File: config.mk
export PLATFORM = sky130hd
export DESIGN_NAME = wht_bank
export DESIGN_NICKNAME = d
export VERILOG_FILES = /design/src/design/walsh_hadamard_transform_top_assert.svh /design/src/design/wht_bank.sv
export SDC_FILE = /design/constraint.sdc
export NUM_CORES = 1
export LEC_CHECK = 0
export BUFFER_PORTS_ARGS = -buffer_cell sky130_fd_sc_hd__clkbuf_2
export CORE_MARGIN = 2
export CORE_UTILIZATION = 24
export CTS_BUF_LIST = sky130_fd_sc_hd__clkbuf_16
export CTS_CLUSTER_SIZE = 12
export DETAILED_ROUTE_END_ITERATION = 10
export PLACE_DENSITY = 0.36
export SLEW_MARGIN = 30
export SYNTH_ARGS = -nofsm -noshare
export SYNTH_HDL_FRONTEND = slang
export SYNTH_SLANG_ARGS = --single-unit
File: constraint.sdc
create_clock -name clk -period 3.96 [get_ports clk]
set_input_delay 0.594 -clock clk [delete_from_list [all_inputs] [get_ports clk]]
set_output_delay 0.594 -clock clk [all_outputs]
set_load 0.01 [all_outputs]
File: src/design/walsh_hadamard_transform_top_assert.svh
// Assertion macros used by the Walsh-Hadamard transform sequencer
`ifndef WALSH_HADAMARD_TRANSFORM_TOP_ASSERT_SVH
`define WALSH_HADAMARD_TRANSFORM_TOP_ASSERT_SVH

// same-cycle implication, clocked on clk, off during reset
`define WHT_ASSERT_NOW(lbl, ante, cons, msg) \
	lbl: assert property (@(posedge clk) disable iff (!arst_n) (ante) |-> (cons)) \
		else $error(msg);

// next-cycle implication, clocked on clk, off during reset
`define WHT_ASSERT_NEXT(lbl, ante, cons, msg) \
	lbl: assert property (@(posedge clk) disable iff (!arst_n) (ante) |=> (cons)) \
		else $error(msg);

`endif

File: src/design/wht_bank.sv
// One bank of the sample store: one write port, one registered read port
module wht_bank #(
	parameter int ADDR_W = 6,
	parameter int DATA_W = 23
) (
	input  logic              clk,
	input  logic              we,
	input  logic [ADDR_W-1:0] waddr,
	input  logic [DATA_W-1:0] wdata,
	input  logic [ADDR_W-1:0] raddr,
	output logic [DATA_W-1:0] rdata
);

	logic [DATA_W-1:0] mem [2**ADDR_W];
	logic [DATA_W-1:0] rdata_q;

	always_ff @(posedge clk) begin
		if (we) begin
			mem[waddr] <= wdata;
		end
		rdata_q <= mem[raddr];
	end

	assign rdata = rdata_q;

endmodule

==> flow_summary.json, run 1 <==
{
  "status": "completed",
  "cts-resized-gates": 0,
  "worstSetupPathDepth": 9,
  "path_buf_inv": 4,
  "critPathTopFamily": "buffers and inverters",
  "synth_fp_nets": 2483,
  "numCtsBuffers": 169,
  "setup_viol": 0,
  "ys_seq_elements": 1495,
  "crit_slowest_cell": "a21oi_1",
  "p_leak_nw": 21.0,
  "hold_depth": 1,
  "rrSetupSlack_ns": 1.56,
  "htree_num_levels": 4,
  "crit_chain": "buf_8 -> buf_12 -> buf_4 -> buf_4 -> mux4_2 -> mux2i_1 -> o21ai_0 -> a21oi_1 -> a211oi_1",
  "cts_buffer_depth": 3,
  "start_util_pct": 24.1,
  "syn_area_sq_um": 56700,
  "die_width_microns": 490,
  "avgSynthCellArea_sq_um": 23.2,
  "overflow": 0,
  "cpPeakStageDelay_ns": 0.65,
  "ios": 60,
  "wl_microns": 175000,
  "fp-row-count": 178,
  "seq_area_frac_synth_pct": 78.7,
  "worst_pin_slew_ns": 0.908,
  "drc": 0,
  "yosys-top-cells-area": "edfxtp_1 78%, mux4_2 15%, mux2i_1 1.3%, dfxtp_1 0.81%, a22oi_1 0.65%",
  "max_cap_viol_count": 0,
  "die-area_sq_um": 240000,
  "die_h_microns": 490,
  "grt_first_pass_wirelength_microns": 241000,
  "vdd_ir_drop_max_mv": 0.464,
  "grt_pass1_vias": 28520,
  "rsz0062_at_grt": "false",
  "p_per_area_nw_per_um2": 509,
  "cts_root_buf": "clkbuf_16",
  "via_per_inst": 4.48,
  "min_period_ns": 2.70,
  "first_pass_iters": 5,
  "cp-end-kind": "register",
  "clk_latency_ns": 0.84,
  "min_path_type": "in -> reg",
  "worstPathRequired_ns": 4.62,
  "synth_largest_area_cell": "edfxtp_1",
  "timing.final.crit_share_pct": 68.1,
  "dpl_cell_area_sq_um": 62200,
  "grtUsageTotal_pct": 14.4,
  "io_buffers": 59,
  "ctsHoldBuffers": 0,
  "drtIter0Drc": 2553,
  "skew_ns": 0.0514,
  "ant_nets": 0,
  "core_area_sq_um": 235000,
  "fmax_mhz": 371,
  "crit_top_cell": "buf_4",
  "syn2layout_area_growth_pct": 19.2,
  "hold_viol_final": 0,
  "drive_gt1_share_pct": 32.5,
  "fin_area_sq_um": 67600,
  "crit_fanout": 26,
  "slew_viol_final": 0,
  "gp_congestion": 0.786,
  "cts.sinks": 1495,
  "ys_warn_count": 0,
  "place_hpwl_microns": 106000,
  "place_inst": 5721,
  "syn-instance-count": 2446,
  "layout.nets": 2779,
  "path_class": "in -> reg",
  "yosysTopAreaCellShare_pct": 77.9,
  "ff2ff_path_depth": 4,
  "clk_pin_slew_ns": 0.06,
  "vias": 27088,
  "antenna_found_initial": 24,
  "fin_total_pwr_mw": 34.4,
  "slew_headroom_pct": 39.5,
  "grt_max_degree": 50,
  "start_kind": "primary input",
  "cp_data_arrival_time_ns": 3.35,
  "post_cts_buffers": 0,
  "routedWlPerCell_microns": 29.0,
  "synthDistinctLibCells": 37,
  "final_cells": 6045,
  "cts_tree": "yes"
}
cell usage in the layout, fill, tap and decap left out, drive strengths merged, types with 2 or more instances in the layout:
cell / netlist / routed
diode: 0 / 9
nor2: 78 / 78
o22ai: 7 / 7
nor3: 8 / 8
nand4: 2 / 2
o32ai: 4 / 4
clkbuf: 64 / 221
buf: 71 / 208
a21oi: 23 / 23
clkinvlp: 0 / 3
or3: 2 / 2
nand3b: 7 / 7
a22oi: 49 / 49
o21ai: 26 / 26
mux2: 14 / 14
a211o: 5 / 5
a221oi: 22 / 22
clkinv: 0 / 79
dfxtp: 23 / 23
and3: 4 / 4
nand2: 23 / 23
nand3: 28 / 28
inv: 0 / 53
bufinv: 0 / 11
mux4: 368 / 368
o221ai: 11 / 11
mux2i: 71 / 71
a22o: 23 / 23
nand2b: 4 / 4
and2: 4 / 4
a211oi: 15 / 15
edfxtp: 1472 / 1472
nor2b: 12 / 12
or3b: 2 / 2
stage by stage:
| step | setup TNS (ns) | hold slack [ns] | setup WS, ns | util [%] |
|---|---|---|---|---|
| 2_1_floorplan | 0 | 0.693 | 0.808 | - |
| 3_3_place_gp | -0.0148 | 0.911 | -0.0148 | 26.4 |
| 3_5_place_dp | 0 | 0.920 | 0.282 | 26.5 |
| 4_1_cts | 0 | 0.199 | 1.16 | 28.7 |
| 5_1_grt | 0 | 0.210 | 1.04 | 28.7 |
| 6_report | 0 | 0.206 | 1.26 | 28.8 |
worst register-to-register path, stage by stage, from the launching register on:
cell and delay, ns:
edfxtp_1 0.37, mux4_2 0.56, mux4_2 0.49, o221ai_1 0.71, o21ai_1 0.13
flip-flops by register name, indices dropped and copies added, names as in the netlist:
signal  cells
rdata      23
mem      1472
per-layer routing:
| layer | GRT usage, % | up-vias | wire length [microns] |
|---|---|---|---|
| met5 | 0 | - | 23 |
| met4 | 4.20 | 4 | 4260 |
| met3 | 2.34 | 242 | 8010 |
| met2 | 23.9 | 695 | 85900 |
| met1 | 19.5 | 15008 | 77300 |
| li1 | - | 11139 | - |
area by class of cell:
cell class	count	area, sq um
clock inverter	146	1130
antenna	9	22.5
timing repair buffer	260	2070
sequential	1495	44700
tap	3150	3940
fill	22993	168000
multi-input combinational	816	11600
clock buffer	169	4230
path summary, 6_finish.rpt:
| path | from | end |
|---|---|---|
| worst max-delay path | raddr[0] | rdata[20]$_DFF_P_ |
| worst min-delay path | wdata[6] | mem[37][6]$_DFFE_PP_ |
| worst max register to register | mem[27][18]$_DFFE_PP_ | rdata[18]$_DFF_P_ |
| worst min register to register | mem[61][13]$_DFFE_PP_ | rdata[13]$_DFF_P_ |
kinds of logic (layout without fill, tap and decap cells):
logic type | Yosys count | count (layout) | share of synthesized area [%]
muxes | 453 | 453 | 16.1
buffers and inverters | 135 | 575 | 1.28
and+or+nand+nor | 177 | 177 | 1.46
AOI/OAI and AO/OA | 186 | 186 | 2.37
other | 0 | 9 | 0
DFF | 1495 | 1495 | 78.7
Yosys cell counts:
cell / number
a211o_1: 5
a211oi_1: 15
a21o_1: 1
a21oi_1: 23
a221oi_1: 22
a22o_1: 23
a22oi_1: 49
and2_1: 4
and3_1: 4
buf_1: 6
buf_2: 18
buf_4: 41
buf_6: 6
clkbuf_1: 64
dfxtp_1: 23
edfxtp_1: 1472
mux2_2: 14
mux2i_1: 71
mux4_2: 368
nand2_1: 23
nand2b_1: 4
nand3_1: 28
nand3b_1: 7
nand4_1: 2
nand4b_1: 1
nor2_1: 78
nor2b_1: 12
nor3_1: 8
nor3b_1: 1
o21ai_0: 21
o21ai_1: 5
o221ai_1: 11
o22ai_1: 7
o32ai_1: 4
or2_2: 1
or3_1: 2
or3b_2: 2
power by group:
group	switching [mW]	internal, mW
clock	6.50	8.53
sequential	0.0828	17.5
combinational	1.16	0.652
No activity file was read; power rests on OpenSTA's default activity.
==> run 2, diff against run 1 <==
clock period = 2.5 ns   (was 3.96 ns; I/O delays follow)
==> flow_summary.json, run 2 (same netlist as run 1, synthesis figures left out) <==
{
  "cts_root_buf": "clkbuf_16",
  "cts_tree": "yes",
  "skew_ns": 0.0364,
  "p_sw_mw": 12.2,
  "layout.nets": 2930,
  "start_util_pct": 24.1,
  "clk_pin_slew_ns": 0.06,
  "vdd_ir_drop_max_mv": 0.521,
  "wl_microns": 174000,
  "setup_viol": 0,
  "drtIter0Drc": 2602,
  "drive_gt1_share_pct": 36.0,
  "place_hpwl_microns": 105000,
  "grt_first_pass_wirelength_microns": 242000,
  "switching_share_pct": 22.4,
  "htree_num_levels": 4,
  "final_common_cell": "edfxtp_1",
  "ant_nets": 0,
  "antenna_found_initial": 12,
  "cp-end-kind": "register",
  "hold_viol_final": 0,
  "path_class": "reg -> reg",
  "drc": 0,
  "rsz0062_at_grt": "false",
  "cts.sinks": 1495,
  "min_period_ns": 2.36,
  "largest_register_ffs": 1472,
  "timing.final.crit_share_pct": 94.3,
  "ios": 60,
  "io_buffers": 59,
  "worst_pin_slew_ns": 0.910,
  "fp-row-count": 178,
  "grtUsageTotal_pct": 14.4,
  "die_width_microns": 490,
  "slew_headroom_pct": 39.3,
  "post_cts_buffers": 0,
  "routedWlPerCell_microns": 28.1,
  "min_path_type": "in -> reg",
  "seqPwrFrac_pct": 51.2,
  "p_per_area_nw_per_um2": 778,
  "p_leak_nw": 22.1,
  "worstPathRequired_ns": 3.20,
  "hold_ws_ns": 0.0545,
  "die-area_sq_um": 240000,
  "core_area_sq_um": 235000,
  "via_per_inst": 4.46,
  "seqCellArea_sq_um": 44700,
  "grt_max_degree": 65,
  "grt_pass1_vias": 29337,
  "max_cap_viol_count": 0,
  "fmax_mhz": 424,
  "cp_data_arrival_time_ns": 3.06,
  "numCtsBuffers": 166,
  "p_comb_share_pct": 5.9,
  "crit_fanout": 1,
  "gp_congestion": 0.747,
  "clk_latency_ns": 0.81,
  "die_h_microns": 490,
  "multi_input_area_sq_um": 11600,
  "overflow": 0,
  "first_pass_iters": 5,
  "fillers": 22938,
  "syn2layout_area_growth_pct": 23.3,
  "layout_common_cells": "1,472 x edfxtp_1, 368 x mux4_2, 229 x buf_4, 166 x clkbuf_16, 124 x buf_12",
  "slew_viol_final": 0,
  "start_kind": "register",
  "p_int_mw": 42.2,
  "status": "completed",
  "largest_register": "mem",
  "cts_buffer_depth": 3,
  "p_clk_share_pct": 42.9,
  "vias": 27582,
  "setup_tns_ns": 0
}
run 2: changes by cell type in the layout (fill, tap and decap cells not counted), sizes merged:
cell,delta
buf,+148
bufinv,-1
clkinv,-9
dlygate4sd3,+3
run 2: cell type report:
cell class              instances  area share, %
diodes                          9         0.0322
repair buffers                414           6.51
clock inverters               136           1.44
well taps                    3150           5.64
multi-input cells             816           16.6
clock buffers                 166           5.94
flip-flops and latches       1495           63.9
run 2: what timing repair did:
action / in CTS / in global routing
gates resized for setup: 0 / 0
hold buffers: 3 / 0
hold endpoints to repair: 31 / 0
run 2: per-layer routing:
layer,routed length (microns),vias up,GRT usage [%]
met1,78800,15300,19.9
met4,3640,0,3.52
met5,0,-,0
met2,83900,655,23.4
li1,-,11418,-
met3,7570,209,2.45
run 2: per-stage QoR:
step	utilization (%)	power [mW]	cell area, sq um	setup slack, ns	std cells
floorplan	-	29.7	56700	0.0181	2446
finish	29.7	54.4	69900	0.143	6186
detailed placement	27.5	31.7	64700	-0.522	5872
global placement	27.5	31.7	64700	-0.513	5872
CTS	29.7	55.2	69900	0.117	6177
global route	29.7	56.3	69900	0.0820	6178
run 2: worst paths after layout:
path / startpoint / to / slack, ns / depth (start not counted)
min reg2reg: mem[20][18]$_DFFE_PP_ / rdata[18]$_DFF_P_ / 0.97 / 4
min: wdata[2] / mem[47][2]$_DFFE_PP_ / 0.05 / 2
max: mem[13][16]$_DFFE_PP_ / rdata[16]$_DFF_P_ / 0.14 / 5
max reg2reg: mem[13][16]$_DFFE_PP_ / rdata[16]$_DFF_P_ / 0.14 / 5
run 2: critical path, cell delays in order (launching register included):
cell and delay, ns:
edfxtp_1 0.36, mux4_2 0.47, mux4_2 0.51, o22ai_1 0.48
a211oi_1 0.22, a21o_1 0.20
run 2: power groups by stage:
stage / clock, mW / sequential (mW) / combinational (mW)
after floorplan: 0 / 28.3 / 1.36
after detailed placement: 0 / 28.4 / 3.31
after CTS: 24.0 / 27.9 / 3.33
after global routing: 25.0 / 27.9 / 3.44
final: 23.3 / 27.8 / 3.22
after global placement: 0 / 28.4 / 3.28
