--- src/design/walsh_hadamard_transform_top_assert.svh ---
// Assertion macros used by the Walsh-Hadamard transform sequencer
`ifndef WALSH_HADAMARD_TRANSFORM_TOP_ASSERT_SVH
`define WALSH_HADAMARD_TRANSFORM_TOP_ASSERT_SVH

// same-cycle implication, clocked on clk, off during reset
`define WHT_ASSERT_NOW(lbl, ante, cons, msg) \
	lbl: assert property (@(posedge clk) disable iff (!arst_n) (ante) |-> (cons)) \
		else $error(msg);

// next-cycle implication, clocked on clk, off during reset
`define WHT_ASSERT_NEXT(lbl, ante, cons, msg) \
	lbl: assert property (@(posedge clk) disable iff (!arst_n) (ante) |=> (cons)) \
		else $error(msg);

`endif

--- src/design/wht_pkg.sv ---
// Shared types and fixed constants of the Walsh-Hadamard transform
package wht_pkg;

	localparam int COEF_BITS   = 20;
	localparam int MUL_BITS    = 15;
	localparam int SCALE_MUL   = 11585;
	localparam int SCALE_SHIFT = 17;
	localparam int ROUND_BIAS  = 1 << (SCALE_SHIFT - 1);

	typedef enum logic [2:0] {
		ST_LOAD,
		ST_XFORM,
		ST_DRAIN,
		ST_EMIT_RD,
		ST_EMIT_MUL,
		ST_EMIT_OUT
	} wht_state_t;

	typedef struct packed {
		logic load_wr;
		logic bfly_wr;
		logic mul_en;
		logic out_load;
	} wht_ctrl_t;

endpackage

--- src/design/wht_scale.sv ---
// Orthonormal scaling of one coefficient: multiply, product register, round half up, output register
module wht_scale #(
	parameter int STORE_W = 23
) (
	input  logic                                 clk,
	input  logic                                 mul_en,
	input  logic                                 out_load,
	input  logic signed [STORE_W-1:0]            value,
	output logic signed [wht_pkg::COEF_BITS-1:0] coef
);
	import wht_pkg::*;

	localparam int PROD_W = STORE_W + MUL_BITS;
	localparam int EXT_W  = PROD_W + COEF_BITS;
	localparam logic signed [MUL_BITS-1:0] SCALE_K = MUL_BITS'(SCALE_MUL);

	logic signed [PROD_W-1:0]    prod;
	logic signed [PROD_W-1:0]    prod_q;
	logic signed [PROD_W-1:0]    rnd;
	logic signed [EXT_W-1:0]     ext;
	logic signed [COEF_BITS-1:0] coef_q;

	assign prod = value * SCALE_K;
	assign rnd  = (prod_q + PROD_W'(ROUND_BIAS)) >>> SCALE_SHIFT;
	assign ext  = EXT_W'(rnd);

	always_ff @(posedge clk) begin
		if (mul_en) begin
			prod_q <= prod;
		end
		if (out_load) begin
			coef_q <= ext[COEF_BITS-1:0];
		end
	end

	assign coef = coef_q;

endmodule

--- config.mk ---
export PLATFORM = sky130hd
export DESIGN_NAME = wht_scale
export DESIGN_NICKNAME = d
export VERILOG_FILES = /design/src/design/walsh_hadamard_transform_top_assert.svh /design/src/design/wht_pkg.sv /design/src/design/wht_scale.sv
export SDC_FILE = /design/constraint.sdc
export NUM_CORES = 1
export LEC_CHECK = 0
export CORE_MARGIN = 3
export CORE_UTILIZATION = 31
export CTS_BUF_LIST = sky130_fd_sc_hd__clkbuf_8
export DETAILED_ROUTE_END_ITERATION = 7
export DONT_BUFFER_PORTS = 1
export GPL_ROUTABILITY_DRIVEN = 0
export SETUP_SLACK_MARGIN = 0.3
export SLEW_MARGIN = 15
export SYNTH_ARGS = -nofsm -noshare
export SYNTH_HDL_FRONTEND = slang
export SYNTH_SLANG_ARGS = --single-unit
export TNS_END_PERCENT = 50
--- constraint.sdc ---
create_clock -name clk -period 11.5 [get_ports clk]
set_input_delay 1.725 -clock clk [delete_from_list [all_inputs] [get_ports clk]]
set_output_delay 1.725 -clock clk [all_outputs]
set_load 0.005 [all_outputs]
==> results of run 1 <==
-- Yosys cell counts, types with 2 or more instances --
master	number
ha_1	159
inv_1	129
fa_1	87
edfxtp_1	41
nand2_1	34
a21oi_1	33
xnor2_1	27
nor2_1	19
nand3_1	14
nand4_1	12
xor2_1	12
o21ai_0	11
a21o_1	5
and3_1	5
buf_2	4
o21bai_1	4
nand2b_1	3
o21ai_2	3
a21oi_2	2
a21oi_4	2
and2_1	2
buf_6	2
nor3b_1	2
nor4_1	2
o211ai_1	2
o21a_1	2
o21ai_1	2
o221a_2	2
o221ai_1	2
o31ai_2	2
or3_1	2
-- cell type report --
cell class	count	area, µm²	share of cell area, %
clock buffer	5	68.8	0.937
sequential	41	1230	16.8
clock inverter	3	11.3	0.153
multi-input combinational	474	5200	70.8
inverter	129	484	6.59
tap	280	350	4.77
-- worst max-delay path, stage by stage --
cell and delay, ns:
ha_1 0.27, inv_1 0.05, fa_1 0.50, inv_1 0.05, fa_1 0.46, fa_1 0.52, fa_1 0.51, ha_1 0.31
ha_1 0.44, a21oi_4 0.23, o21ai_2 0.09, a221o_1 0.36, a31oi_4 0.22, o221a_2 0.23, xnor2_1 0.08
-- layout by cell type (no fill, tap or decap), types with 2 or more instances in the layout --
master,instances
xnor2_1,27
nor4_1,2
a21oi_1,33
nand4_1,12
edfxtp_1,41
inv_1,132
o21bai_1,4
nand2_1,34
fa_1,87
nor3b_1,2
or3_1,2
clkbuf_8,5
a21oi_4,2
o31ai_2,2
nand3_1,14
nand2b_1,3
o221ai_1,2
and2_1,2
o21ai_2,3
and3_1,5
o211ai_1,2
o21a_1,2
a21oi_2,2
o221a_2,2
xor2_1,12
nor2_1,19
a21o_1,5
o21ai_0,11
ha_1,159
o21ai_1,2
-- path summary, 6_finish.rpt --
check	to
setup / recovery	prod_q[33]$_DFFE_PP_
setup reg to reg	coef[18]$_DFFE_PP_
hold / removal	coef[19]$_DFFE_PP_
hold reg to reg	coef[19]$_DFFE_PP_
-- per-stage QoR --
| step | util, % | hold WS, ns |
|---|---|---|
| CTS | 33.5 | 0.588 |
| floorplan | - | 0.527 |
| global placement | 33.1 | 0.573 |
| global route | 33.5 | 0.609 |
| detailed placement | 33.1 | 0.568 |
| finish | 33.5 | 0.582 |
-- logic make-up after synthesis --
group	synth area share [%]
DFF	17.7
and+or+nand+nor	7.50
AOI/OAI and AO/OA	8.67
adders and majority gates	53.5
xor gates and xnor gates	4.90
buffers and inverters	7.72
-- routing by layer --
metal | vias up | GRT usage [%] | share of wire (%)
li1 | 2195 | - | -
met1 | 2057 | 16.2 | 50
met2 | 68 | 18.2 | 44
met3 | 6 | 2.30 | 5.1
met4 | 0 | 1.72 | 0.68
met5 | - | 0 | 0
-- state kept, by name, indices dropped and copies added, names as in the netlist --
signal	flops
prod_q	21
coef	20
==> summary.md, run 1 <==
| Metric | Value |
|---|---|
| Status | finished clean |
| FFs w/ async S/R, synth | 0% |
| Setup TNS | 0 ns |
| First-pass GRT wire length | ~23000 µm |
| Synth area leaders | ha_1 29%, fa_1 25%, edfxtp_1 18% |
| R2R cell count | 6 |
| Fillcell total | roughly 2200 |
| Slew Viols, Final | 0 |
| Cts hold-fix bufs | 0 |
| DR WL/cell | 14.0 µm |
| CTS Sinks | about 40 |
| Setup ws final | 5.48 ns |
| Vias in the first global route | about 4500 |
| Worst Setup End Kind | register |
| Initial core utilization | 31.7% |
| Worst Setup Path Type | primary input to register |
| Synthesis-stage register bit count | slightly above 40 |
| R2r setup slk | 9.70 ns |
| Syn Nets | between 900 and 1000 |
| Clk slew on worst S/H paths | around 0.07 ns |
| Row count | 54 |
| Sequential share of the synthesized area | between 10% and 20% |
| Synth cell types | between 50 and 60 |
| Hold Crit Depth | 1 |
| Die Wd | ~160 µm |
| Min Tclk post-route | 6.02 ns |
| Post-synth EDFFs | between 40 and 50 |
| Fin crit share | between 50 and 60% |
| Yosys warning total | 0 |
| # Post-CTS Setup Buffers | 0 |
| DRT antenna net count | 0 |
| Launch point of the worst reg-to-reg path | prod_q[18]$_DFFE_PP_ |
| Avg Inst Size Synth | between 10 and 15 µm² |
| Critical path required time | between 10 and 15 ns |
| Final Instance Area | 7350 µm² |
| CP max FO | 8 |
| PostCTS Resize Cnt | 0 |
| Hold Startpoint | prod_q[36]$_DFFE_PP_ |
| Leading register cell type out of synthesis | edfxtp_1 |
| RSZ-0062 raised after global routing | false |
| Hpwl dp | approximately 12000 µm |
| Tightest Pin Transition | between 0.6 and 0.7 ns |
| Die Height | around 160 µm |
| DRC Markers | 0 |
| Final hold violation count | 0 |
| Layout cells sized above 1 | between 3 and 4% |
| Total number of vias | 4326 |
| Core box area | 22000 µm² |
| Max Cap Viol | 0 |
| Avg Vias per Cell | around 4.6 |
| Clk_skew | 0.00595 ns |
| Worst-case clock buffer depth | 2 |
| Die ar. | ~24000 µm² |
| Fin cells | approximately 930 |
| Clk_lat worst skew | 0.28 ns |
| IO buf count | 0 |
| Root buffer cell | clkbuf_8 |
| I/O pin count | 46 |
| TritonRoute pass-1 iters | 4 |
| TritonCTS Buffers | 5 |
| Crit path launch type | primary input |
| Peak Freq | between 150 and 200 MHz |
| GR Util All Layers | about 11% |
| Pin count of the biggest net entering global routing | 22 |
| Worst Path Arrival | 6.05 ns |
| TritonCTS clock tree | built |
| Initial antenna violation count | 0 |
| Yosys top cell by area | ha_1 |
| Area share of the largest cell type after synthesis | between 20 and 30% |
| Rel. slew slack | between 50 and 60% |
| Synthesis-to-finish area growth | 5.40% |
| Cells after synthesis | 652 |
| # H-tree levels | 2 |
| DP Area | just over 7000 µm² |
| Mapped cell area | ~7000 µm² |
| Grt total ovfl | 0 |
| Placed cell count | slightly above 900 |
| CP startpoint | value[10] |
| Final setup fails | 0 |
| Worst slack, placed | about 5.2 ns |
| First DRT Iteration DRCs | 122 |
| # diodes | 0 |
| HP Class | register to register |
| Nets@finish | approximately 900 |
| Routed wire length | 13100 µm |
Power of run 1 is not shown: default switching activity piles up to over one toggle a cycle in this logic, so the estimate is an artifact.
==> run 2: changes to the inputs <==
- clock period: 11.5 -> 5.2 ns (I/O delays scaled with it)
==> run 2 against run 1 <==
  * Critical path depth unchanged
  * Routed wire length is 8.0% higher
  * Critical endpoint is now prod_q[27]$_DFFE_PP_
  * Non-clock buffer count grew 21
  * Hold slack improved by 0.010 ns
  * First-iteration DRC count rose by 12%
  * Die area unchanged
  * Flip-flop and latch count unchanged
  * Utilization grew 2.8 points
  * Final area grew 8.5%
  * Final cell count grew 2.3%
  * Setup slack lost 5.1 ns
  * Register-to-register slack got worse by 6.3 ns
==> summary.md, run 2 (synthesized netlist as in run 1, its figures left out) <==
| Metric | Value |
|---|---|
| First-pass GRT wire length | 23700 µm (+4.3%) |
| Clk slew on worst S/H paths | 0.07 ns (about the same) |
| Area of the multi-input gates | 5660 µm² (+8.9%) |
| CTS Sinks | 41 (unchanged) |
| Slew Viols, Final | 0 (unchanged) |
| DR WL/cell | 14.8 µm (+5.6%) |
| Die ar. | 24300 µm² (unchanged) |
| Worst-case clock buffer depth | 2 (unchanged) |
| GR Util All Layers | 11.9% (+0.56 points) |
| Critical path required time | 5.32 ns (-6.21 ns) |
| Grt total ovfl | 0 (unchanged) |
| Fin crit share | 91.9% |
| Worst Setup Path Type | primary input to register |
| Placed cell count | 941 (+1.8%) |
| Root buffer cell | clkbuf_8 |
| # diodes | 0 (unchanged) |
| HP Class | register to register |
| Clk_skew | 0.00838 ns (+0.00243 ns) |
| DP Area | 7560 µm² (+4.0%) |
| IO buf count | 0 (unchanged) |
| TritonCTS clock tree | built |
| Final Instance Area | 7970 µm² (+8.5%) |
| Initial antenna violation count | 0 (unchanged) |
| Status | finished clean |
| I/O pin count | 46 (unchanged) |
| Layout cells sized above 1 | 14.7% (+11 points) |
| Total number of vias | 4441 (+2.7%) |
| Clk_lat worst skew | 0.29 ns (about the same) |
| Initial core utilization | 31.7% (unchanged) |
| DRC Markers | 0 (unchanged) |
| TritonRoute pass-1 iters | 4 (unchanged) |
| Setup TNS | 0 ns (unchanged) |
| First DRT Iteration DRCs | 137 (+12%) |
| Final setup fails | 0 (unchanged) |
| Die Height | 156 µm (unchanged) |
| Final design utilization | 36.3% (+2.8 points) |
| Pin count of the biggest net entering global routing | 22 (unchanged) |
| Nets@finish | 944 (+2.3%) |
| Fin cells | 953 (+2.3%) |
| Peak Freq | roughly 210 MHz |
| Row count | 54 (unchanged) |
| Rel. slew slack | 62.0% (+6.7 points) |
| Min Tclk post-route | ~4.8 ns |
| Die Wd | 156 µm (unchanged) |
| Largest Register | prod_q |
| Cts hold-fix bufs | 0 (unchanged) |
| Avg Vias per Cell | 4.66 (+0.40%) |
| Routed wire length | 14100 µm (+8.0%) |
| Core box area | 22000 µm² (unchanged) |
| R2R cell count | 6 (unchanged) |
| DRT antenna net count | 0 (unchanged) |
| CP max FO | 6 (-2) |
| # H-tree levels | 2 (unchanged) |
| Hpwl dp | 12300 µm (+4.2%) |
| Tightest Pin Transition | 0.566 ns (-0.0978 ns) |
| Hold Crit Depth | 1 (unchanged) |
| Max Cap Viol | 0 (unchanged) |
| Final hold violation count | 0 (unchanged) |
| Reg area | 1230 µm² (unchanged) |
| Fillcell total | 2134 (-4.2%) |
| Worst Setup End Kind | register |
| Commonest non-fill, non-tap cells in the layout | 135 x ha_1, 129 x inv_1, 86 x fa_1 |
| Crit path launch type | primary input |
| Vias in the first global route | 4690 (+3.3%) |
| Most common cell after layout, fill and taps aside | ha_1 |
| Synthesis-to-finish area growth | 14.3% |
| Worst Path Arrival | 4.90 ns (-1.15 ns) |
| RSZ-0062 raised after global routing | true |
| TritonCTS Buffers | 5 (unchanged) |
| Max reg flops | 21 (unchanged) |
## run 2: stage by stage
stage          worst slack [ns]  hold WS (ns)
2_1_floorplan             0.282         0.527
3_3_place_gp             -0.162         0.574
3_5_place_dp             -0.161         0.572
4_1_cts                   0.321         0.593
5_1_grt                   0.248         0.577
6_report                  0.422         0.592
## run 2: metal layers
layer | track usage [%] | wire [µm] | vias up
li1 | - | - | 2242
met1 | 17.6 | 7320 | 2116
met2 | 18.7 | 6190 | 72
met3 | 1.89 | 476 | 11
met4 | 2.06 | 118 | 0
met5 | 0 | 0 | -
## run 2: timing repair
action	in CTS	in global routing
gates cloned	0	0
setup endpoints to repair	2	12
hold endpoints to repair	0	0
pin swaps	0	25
gates resized for setup	3	48
buffers inserted	0	4
## run 2: layout make-up
cell class / count / share of cell area (%)
Clock buffer: 5 / 0.864
Clock inverter: 3 / 0.157
Inverter: 129 / 6.08
Multi-Input combinational cell: 474 / 71.1
Sequential cell: 41 / 15.5
Tap cell: 280 / 4.40
Timing Repair Buffer: 21 / 1.98
## run 2: final timing paths
| path | slack, ns | to | startpoint |
|---|---|---|---|
| setup reg to reg | 3.38 | coef[18]$_DFFE_PP_ | prod_q[18]$_DFFE_PP_ |
| hold / removal | 0.59 | coef[12]$_DFFE_PP_ | prod_q[29]$_DFFE_PP_ |
| setup / recovery | 0.42 | prod_q[27]$_DFFE_PP_ | value[10] |
| hold reg to reg | 0.59 | coef[12]$_DFFE_PP_ | prod_q[29]$_DFFE_PP_ |
## run 2: critical path, cell delays in order
cell and delay, ns:
ha_1 0.26, inv_1 0.05, fa_1 0.49, inv_1 0.05
fa_1 0.53, fa_1 0.44, fa_1 0.53, ha_4 0.22
ha_4 0.31, nand2_1 0.09, o211ai_1 0.29, o22ai_4 0.14
or2_1 0.25, o31ai_2 0.25, xor2_1 0.22
Power of run 2 is left out for the same reason.
