### src/design/walsh_hadamard_transform_top_assert.svh
// Assertion macros used by the Walsh-Hadamard transform sequencer
`ifndef WALSH_HADAMARD_TRANSFORM_TOP_ASSERT_SVH
`define WALSH_HADAMARD_TRANSFORM_TOP_ASSERT_SVH

// same-cycle implication, clocked on clk, off during reset
`define WHT_ASSERT_NOW(lbl, ante, cons, msg) \
	lbl: assert property (@(posedge clk) disable iff (!arst_n) (ante) |-> (cons)) \
		else $error(msg);

// next-cycle implication, clocked on clk, off during reset
`define WHT_ASSERT_NEXT(lbl, ante, cons, msg) \
	lbl: assert property (@(posedge clk) disable iff (!arst_n) (ante) |=> (cons)) \
		else $error(msg);

`endif

### src/design/wht_pkg.sv
// Shared types and fixed constants of the Walsh-Hadamard transform
package wht_pkg;

	localparam int COEF_BITS   = 20;
	localparam int MUL_BITS    = 15;
	localparam int SCALE_MUL   = 11585;
	localparam int SCALE_SHIFT = 17;
	localparam int ROUND_BIAS  = 1 << (SCALE_SHIFT - 1);

	typedef enum logic [2:0] {
		ST_LOAD,
		ST_XFORM,
		ST_DRAIN,
		ST_EMIT_RD,
		ST_EMIT_MUL,
		ST_EMIT_OUT
	} wht_state_t;

	typedef struct packed {
		logic load_wr;
		logic bfly_wr;
		logic mul_en;
		logic out_load;
	} wht_ctrl_t;

endpackage

### src/design/wht_seq.sv
// Sequencer: load count, butterfly stride and index generation, output pacing
`include "walsh_hadamard_transform_top_assert.svh"

module wht_seq #(
	parameter int IDX_W = 7
) (
	input  logic                    clk,
	input  logic                    arst_n,
	input  logic                    sample_valid,
	output logic                    sample_stall,
	output logic                    pair_valid,
	input  logic                    pair_stall,
	output logic [IDX_W-2:0]        pair_index,
	output logic                    last_pair,
	output wht_pkg::wht_ctrl_t      ctrl,
	output logic [IDX_W-1:0]        fill_idx,
	output logic [IDX_W-1:0]        rd_a,
	output logic [IDX_W-1:0]        rd_b,
	output logic [IDX_W-1:0]        a_idx,
	output logic [IDX_W-1:0]        b_idx
);
	import wht_pkg::*;

	localparam int SW = (IDX_W > 1) ? $clog2(IDX_W) : 1;

	wht_state_t       state_q, state_d;
	logic [IDX_W-1:0] fill_q;
	logic [SW-1:0]    stage_q;
	logic [IDX_W-2:0] bfly_q;
	logic [IDX_W-2:0] k_rd;
	logic [IDX_W-1:0] lo, hi, xa;
	logic [IDX_W-1:0] a_idx_s1, b_idx_s1;
	logic             bfly_v_s1;
	logic             pair_valid_q;
	logic [IDX_W-2:0] pair_index_q;
	logic             last_pair_q;
	logic             adv;
	logic             rd_issue;
	logic             k_last;

	assign adv    = !pair_valid_q || !pair_stall;
	assign k_last = (bfly_q == '1);

	always_comb begin
		state_d = state_q;
		case (state_q)
			ST_LOAD: begin
				if (sample_valid && fill_q == '1) state_d = ST_XFORM;
			end
			ST_XFORM: begin
				if (k_last) state_d = ST_DRAIN;
			end
			ST_DRAIN: begin
				state_d = (stage_q == SW'(IDX_W - 1)) ? ST_EMIT_RD : ST_XFORM;
			end
			ST_EMIT_RD: begin
				state_d = ST_EMIT_MUL;
			end
			ST_EMIT_MUL: begin
				state_d = ST_EMIT_OUT;
			end
			ST_EMIT_OUT: begin
				if (adv) state_d = k_last ? ST_LOAD : ST_EMIT_MUL;
			end
			default: begin
				state_d = ST_LOAD;
			end
		endcase
	end

	always_comb begin
		lo = {1'b0, bfly_q};
		hi = {bfly_q, 1'b0};
		for (int p = 0; p < IDX_W; p++) begin
			if (p < int'(stage_q)) xa[p] = lo[p];
			else if (p == int'(stage_q)) xa[p] = 1'b0;
			else xa[p] = hi[p];
		end
	end

	always_comb begin
		sample_stall  = 1'b1;
		ctrl          = '0;
		rd_issue      = 1'b0;
		k_rd          = bfly_q;
		rd_a          = xa;
		rd_b          = xa | (IDX_W'(1) << stage_q);
		case (state_q)
			ST_LOAD: begin
				sample_stall = 1'b0;
				ctrl.load_wr = sample_valid;
			end
			ST_XFORM: begin
				rd_issue = 1'b1;
			end
			ST_DRAIN: begin
				rd_issue = 1'b0;
			end
			ST_EMIT_RD: begin
				rd_issue = 1'b1;
				rd_a     = {k_rd, 1'b0};
				rd_b     = {k_rd, 1'b1};
			end
			ST_EMIT_MUL: begin
				ctrl.mul_en = 1'b1;
			end
			ST_EMIT_OUT: begin
				ctrl.out_load = adv;
				rd_issue      = adv && !k_last;
				k_rd          = bfly_q + 1'b1;
				rd_a          = {k_rd, 1'b0};
				rd_b          = {k_rd, 1'b1};
			end
			default: begin
				sample_stall = 1'b1;
			end
		endcase
		ctrl.bfly_wr = bfly_v_s1;
	end

	always_ff @(posedge clk or negedge arst_n) begin
		if (!arst_n) begin
			state_q      <= ST_LOAD;
			fill_q       <= '0;
			stage_q      <= '0;
			bfly_q       <= '0;
			bfly_v_s1    <= 1'b0;
			pair_valid_q <= 1'b0;
		end else begin
			state_q   <= state_d;
			bfly_v_s1 <= (state_q == ST_XFORM);
			if (ctrl.load_wr) begin
				fill_q <= fill_q + 1'b1;
			end
			if (state_q == ST_XFORM) begin
				bfly_q <= bfly_q + 1'b1;
			end
			if (state_q == ST_DRAIN) begin
				stage_q <= (stage_q == SW'(IDX_W - 1)) ? '0 : stage_q + 1'b1;
			end
			if (ctrl.out_load) begin
				bfly_q <= bfly_q + 1'b1;
			end
			if (ctrl.out_load) begin
				pair_valid_q <= 1'b1;
			end else if (!pair_stall) begin
				pair_valid_q <= 1'b0;
			end
		end
	end

	always_ff @(posedge clk) begin
		if (rd_issue) begin
			a_idx_s1 <= rd_a;
			b_idx_s1 <= rd_b;
		end
		if (ctrl.out_load) begin
			pair_index_q <= bfly_q;
			last_pair_q  <= k_last;
		end
	end

	assign fill_idx   = fill_q;
	assign a_idx      = a_idx_s1;
	assign b_idx      = b_idx_s1;
	assign pair_valid = pair_valid_q;
	assign pair_index = pair_index_q;
	assign last_pair  = last_pair_q;

	`WHT_ASSERT_NOW(a_bfly_src, bfly_v_s1, $past(state_q == ST_XFORM), "writeback without read")
	`WHT_ASSERT_NOW(a_out_free, ctrl.out_load, !pair_valid_q || !pair_stall, "output overwritten")
	`WHT_ASSERT_NOW(a_fill_idle, state_q != ST_LOAD, fill_q == '0, "fill count set outside load")
	`WHT_ASSERT_NEXT(a_last_mark, ctrl.out_load && k_last, last_pair_q && pair_valid_q, "last item unmarked")

endmodule
### config.mk
export PLATFORM = sky130hd
export DESIGN_NAME = wht_seq
export DESIGN_NICKNAME = d
export VERILOG_FILES = /design/src/design/wht_pkg.sv /design/src/design/wht_seq.sv
export VERILOG_INCLUDE_DIRS = /design/src /design/src/design
export SDC_FILE = /design/constraint.sdc
export NUM_CORES = 1
export LEC_CHECK = 0
export ABC_AREA = 1
export BUFFER_PORTS_ARGS = -buffer_cell sky130_fd_sc_hd__buf_2
export CAP_MARGIN = 15
export CORE_MARGIN = 5
export CORE_UTILIZATION = 33
export DETAILED_ROUTE_END_ITERATION = 8
export PLACE_DENSITY = 0.65
export REMOVE_ABC_BUFFERS = 1
export SYNTH_ARGS = -nofsm -noshare
export SYNTH_HDL_FRONTEND = slang
export SYNTH_SLANG_ARGS = --single-unit
### constraint.sdc
create_clock -name clk -period 2.1 [get_ports clk]
set_input_delay 0 -clock clk [delete_from_list [all_inputs] [get_ports clk]]
set_output_delay 0 -clock clk [all_outputs]
set_load 0.005 [all_outputs]
==> run summary, run 1 <==
status -> finished clean
max_slew headroom -> 67.3%
Initial Util -> 34.3%
Crit path max-delay family -> buffers and inverters
crit path DAT -> 1730 ps
Ports -> 52
async set-reset flop share out of synthesis -> 50.0%
clk_lat worst skew -> 300 ps
Post-DP HPWL -> 3590 um
GR Overflow Total -> 0
Final Skew -> 10.2 ps
RSZ-0062 raised after global routing -> no
crit start category -> flop
crit-path cells -> inv_2, nand3_1, inv_1, nand2_1, o21a_1, o211ai_1, buf_2
Worst-path clk slew -> 70 ps
fin area -> 0.00247 mm^2
Seq/Total Area, Yosys -> 56.6%
clock sink count -> 42
critical path data required time -> 2100 ps
Buf+Inv Stages, Crit Path -> 3
Crit-path slowest cell -> dfrtp_1
Tcrit/Tclk final -> 82.3%
Synth Cell Area -> 0.00204 mm^2
largest net degree at the start of global routing -> 22
max cap viols -> 0
Via-to-Cell Ratio -> 4.57
GP Congestion -> 0.941
CTS Buf Count -> 5
Post-Syn Area per Cell -> 8.85 um^2
Crit path largest cell delay -> 450 ps
Critical Path Fanout Max -> 5
Antenna Cells -> 0
Final Hold Violating Endpoints -> 0
initial antenna violation count -> 0
Ys Warns -> 0
post-synthesis sequential element count -> 42
share of cells above drive strength 1 -> 24.3%
overall die area -> 0.00787 mm^2
P&R area growth vs syn -> 20.9%
Tmin final -> 1730 ps
DRC Markers -> 0
Leak Pwr -> 1.27 nW
Root Buffer -> clkbuf_8
Worst Tran Pin Value -> 490 ps
peak supply drop -> 0.264 mV
Synth Instances -> 231
Port Buffers -> 51
sum of negative setup slack -> 0 ps
Cell Rows -> 28
WL final -> 4570 um
global-route wire length before repair -> 7570 um
most common cell after layout, fill and taps aside -> nand2_1
Cell Area, Placed -> 0.00238 mm^2
Final ANT Viol Nets -> 0
filler cell count -> 618
Vias -> 1,659
die width -> 88.7 um
maximum clock rate -> 578 MHz
WL/cell -> 12.6 um
Power Dens Cells -> 553 mW/mm^2
WHS -> 4.55 ps
CP Class -> flop to output port
Nets -> 294
Total Routing Usage GR -> 12.6%
clock buffer depth -> 2
Post-synth EDFFs -> 21
CTS tree -> built
Hold Path Class -> primary input to flop
core area -> 0.00596 mm^2
H-Tree Depth -> 2
Crit. End Element -> output port
distinct cell type count after synthesis -> 27
1st-pass router iterations -> 4
post-CTS sizing -> 0
final setup vio count -> 0
Die Height -> 88.7 um
most frequent cells in the layout -> 67 x nand2_1, 51 x buf_2, 27 x inv_1
Register Area -> 0.00116 mm^2
Multi-input gate area -> 744 um^2
Final Slew Violations -> 0
iteration-0 DRC count of the detailed router -> 134
most used flip-flop cell after synthesis -> edfxtp_1
number of global-route vias before repair -> 1,602
==> final timing paths <==
path                              from           to  slack (ps)  depth (start not counted)
setup / recovery            state_q[2]      rd_b[3]         370                          7
hold / removal              pair_stall   pair_valid           5                          3
setup reg to reg            state_q[0]     b_idx[2]         450                          7
hold reg to reg            fill_idx[6]  fill_idx[6]         510                          2
max in group asynchronous       arst_n   stage_q[2]        1550                          2
min in group asynchronous       arst_n   stage_q[0]         210                          2
==> cell usage after synthesis, types with 2 or more instances <==
library cell  number  area share [%]
nand2_2            3            0.92
inv_1             27             5.0
o22ai_1            2            0.61
inv_2              3            0.55
ha_1               3             1.8
dfrtp_1           21              26
o21ai_0           10             2.4
o21ai_1            3            0.73
nand2_1           67              12
xnor2_1            3             1.3
a31oi_1            2            0.61
nor2_2             2            0.61
nand3_1           23             5.6
edfxtp_1          21              31
nor2_1            20             3.7
xor2_1             6             2.6
buf_2              2            0.49
a21oi_1            3            0.73
buf_4              2            0.73
==> report_power, final <==
part | leakage (nW) | internal (W) | switching [W]
sequential | 0.471 | 0.000857 | 0.0000000000000000000759
combinational | 0.757 | 0.00000322 | 0.00000957
clock | 0.0450 | 0.000230 | 0.000265
==> cells by family (layout without fill, tap and decap cells) <==
group                      after synthesis  in the layout  share of synthesized area (%)
AOI/OAI and AO/OA                       22             22                           5.88
DFF                                     42             42                           56.6
buffers and inverters                   35             92                           6.98
adders and majority gates                3              3                           1.84
xor gates and xnor gates                 9              9                           3.86
and+or+nand+nor                        120            120                           24.9
==> state kept, by name, indices dropped and copies added (netlist names) <==
signal      flops
a_idx           7
b_idx           7
bfly_q          6
bfly_v_s1       1
fill_idx        7
last_pair       1
pair_index      6
pair_valid      1
stage_q         3
state_q         3
==> through the flow <==
stage / setup WS (ps) / cells / total power, W / util [%]
after detailed placement: 458 / 354 / 0.000887 / 39.9
after CTS: 354 / 363 / 0.00139 / 41.5
after global placement: 519 / 354 / 0.000887 / 39.9
final: 371 / 363 / 0.00137 / 41.5
after global routing: 195 / 363 / 0.00142 / 41.5
after floorplan: 165 / 226 / 0.000875 / -
==> tightest hold or removal path, delay by kind of cell <==
kind,cells,cell delay [ps]
simple gates,2,170
buf+inv,1,90
==> cell type report <==
type,instances,share of cell area (%)
Sequential cell,42,46.8
Inverter,30,4.56
Multi-Input combinational cell,154,30.1
Clock inverter,2,0.405
Timing Repair Buffer,54,11.3
Clock buffer,6,2.94
Tap cell,75,3.80
==> per-layer routing <==
| layer | routed length, um | GRT usage [%] | up-vias |
|---|---|---|---|
| met1 | 1980 | 15.7 | 758 |
| li1 | - | - | 855 |
| met3 | 253 | 2.51 | 7 |
| met4 | 70 | 5.49 | 0 |
| met5 | 0 | 0 | - |
| met2 | 2270 | 21.0 | 39 |
==> what timing repair did <==
item / in CTS / in global routing
hold buffers: 1 / 0
endpoints found under the hold margin: 21 / 0
setup buffers: 0 / 0
No activity file was read; power rests on OpenSTA's default activity.
==> run 2: changes to the inputs <==
==> constraint.sdc (replaced) <==
create_clock -name clk -period 1.6 [get_ports clk]
set_input_delay 0 -clock clk [delete_from_list [all_inputs] [get_ports clk]]
set_output_delay 0 -clock clk [all_outputs]
set_load 0.005 [all_outputs]
==> run summary, run 2 (synthesis results as in run 1) <==
1st-pass router iterations -> 4
WL final -> 5000 um
Crit-path slowest cell -> dfrtp_1
GR Overflow Total -> 0
Register Area -> 0.00116 mm^2
die width -> 88.7 um
DRC Markers -> 0
fin area -> 0.00276 mm^2
clk_lat worst skew -> 300 ps
Worst Tran Pin Value -> 459 ps
Total Routing Usage GR -> 12.6%
Port Buffers -> 51
clock sink count -> 42
combinational share of power -> 0.9%
max_slew headroom -> 69.4%
Cell Area, Placed -> 0.00243 mm^2
crit path DAT -> 1600 ps
filler cell count -> 584
number of global-route vias before repair -> 1,559
Pint -> 0.00144 W
Ports -> 52
min-delay src -> pair_stall
worst r2r src -> state_q[1]
CTS tree -> built
crit start category -> flop
switching part of the total -> 21.1%
Post-DP HPWL -> 3620 um
Initial Util -> 34.3%
Hold Path Class -> primary input to flop
Crit. End Element -> output port
worst setup path startpoint -> bfly_q[1]
iteration-0 DRC count of the detailed router -> 103
Worst R2R End -> b_idx[2]
CP Class -> flop to output port
Via-to-Cell Ratio -> 4.64
Leak Pwr -> 1.37 nW
Clock power frac -> 37.4%
CTS Buf Count -> 5
Final Skew -> 6.91 ps
r2r worst-path depth -> 6
Multi-input gate area -> 881 um^2
Sequential Power Share -> 61.8%
max cap viols -> 0
hold depth -> 3
Tcrit/Tclk final -> 99.9%
global-route wire length before repair -> 7500 um
maximum clock rate -> 626 MHz
P&R area growth vs syn -> 35.2%
Power Dens Cells -> 659 mW/mm^2
RSZ-0062 raised after global routing -> yes
Worst-path clk slew -> 80 ps
worst slack at placement -> 16.7 ps
H-Tree Depth -> 2
Die Height -> 88.7 um
Sw Pwr -> 0.000384 W
Root Buffer -> clkbuf_8
Final Slew Violations -> 0
Final Hold Violating Endpoints -> 0
Cell Rows -> 28
GP Congestion -> 0.913
Crit path largest cell delay -> 400 ps
peak supply drop -> 0.318 mV
overall die area -> 0.00787 mm^2
Antenna Cells -> 0
Crit path max-delay family -> simple AND/OR/NAND/NOR gates
most common cell after layout, fill and taps aside -> nand2_1
share of cells above drive strength 1 -> 39.3%
Min-Delay Endpoint -> pair_valid
final worst setup slack -> 2.22 ps
WHS -> 19.0 ps
clock buffer depth -> 2
core area -> 0.00596 mm^2
critical path data required time -> 1600 ps
Buf+Inv Stages, Crit Path -> 1
Vias -> 1,762
most frequent cells in the layout -> 64 x nand2_1, 50 x buf_2, 21 x inv_1, 21 x edfxtp_1, 18 x buf_4
crit-path cells -> ha_4, nand2_2, nor2_2, xor2_1, nand2_1, nand3_2, buf_2
Tmin final -> 1600 ps
Final ANT Viol Nets -> 0
final setup vio count -> 0
flop2flop setup slack -> 60 ps
Nets -> 311
Pwr Total -> 0.00182 W
Critical Path Fanout Max -> 2
WL/cell -> 13.2 um
status -> finished clean
largest net degree at the start of global routing -> 22
initial antenna violation count -> 0
-- run 2: cell count changes in the layout (fill, tap and decap cells not counted), moves of 3 or more --
cell / before / now
buf_4: 2 / 18
dfrtp_1: 21 / 16
dfrtp_2: 0 / 5
inv_1: 27 / 21
inv_2: 3 / 6
nand2_1: 67 / 64
nand2_4: 0 / 3
nand3_1: 23 / 12
nand3_2: 0 / 10
nor2_1: 20 / 17
-- run 2: cell type report --
class                   count  area share (%)
inverters                  30            4.39
repair buffers             71            15.1
flip-flops and latches     42            42.1
well taps                  75            3.40
multi-input cells         154            31.9
clock buffers               6            2.63
clock inverters             2           0.498
-- run 2: worst min-delay path: stages --
cell     delay (ps)
buf_2            90
nand2_1         100
nand2_1          90
-- run 2: worst max path at each step --
stage                          end  slack (ps)  depth (start not counted)
final                      rd_a[5]           2                          7
after detailed placement  b_idx[2]          20                          7
after floorplan           a_idx[0]        -330                          6
after global routing       rd_b[4]         -70                          7
after global placement    a_idx[2]          90                          7
after CTS                  rd_b[5]           4                          7
-- run 2: power by group through the flow --
stage	clock [W]	combinational (W)	sequential (W)
2_1_floorplan	0	0.00000000146	0.00115
3_3_place_gp	0	0.0000152	0.00115
3_5_place_dp	0	0.0000151	0.00115
4_1_cts	0.000692	0.0000170	0.00112
5_1_grt	0.000741	0.0000196	0.00112
6_report	0.000680	0.0000163	0.00112
-- run 2: repair_timing --
| item | CTS | global route |
|---|---|---|
| pin swaps | 2 | 12 |
| buffers inserted | 3 | 7 |
| setup endpoints to repair | 11 | 28 |
| endpoints found under the hold margin | 21 | 0 |
| hold buffers | 1 | 0 |
| resized for setup | 6 | 41 |
-- run 2: through the flow --
step | setup TNS, ps | std cells | util, %
floorplan | -4690 | 226 | -
global placement | 0 | 361 | 40.8
detailed placement | 0 | 361 | 40.8
CTS | 0 | 373 | 43.0
global route | -594 | 380 | 46.4
finish | 0 | 380 | 46.4
-- run 2: metal layers --
| layer | vias up | routed length, um | track usage, % |
|---|---|---|---|
| met5 | - | 0 | 0 |
| met2 | 46 | 2590 | 20.8 |
| met4 | 0 | 55 | 4.12 |
| met1 | 819 | 2130 | 16.1 |
| met3 | 5 | 230 | 3.17 |
| li1 | 892 | - | - |
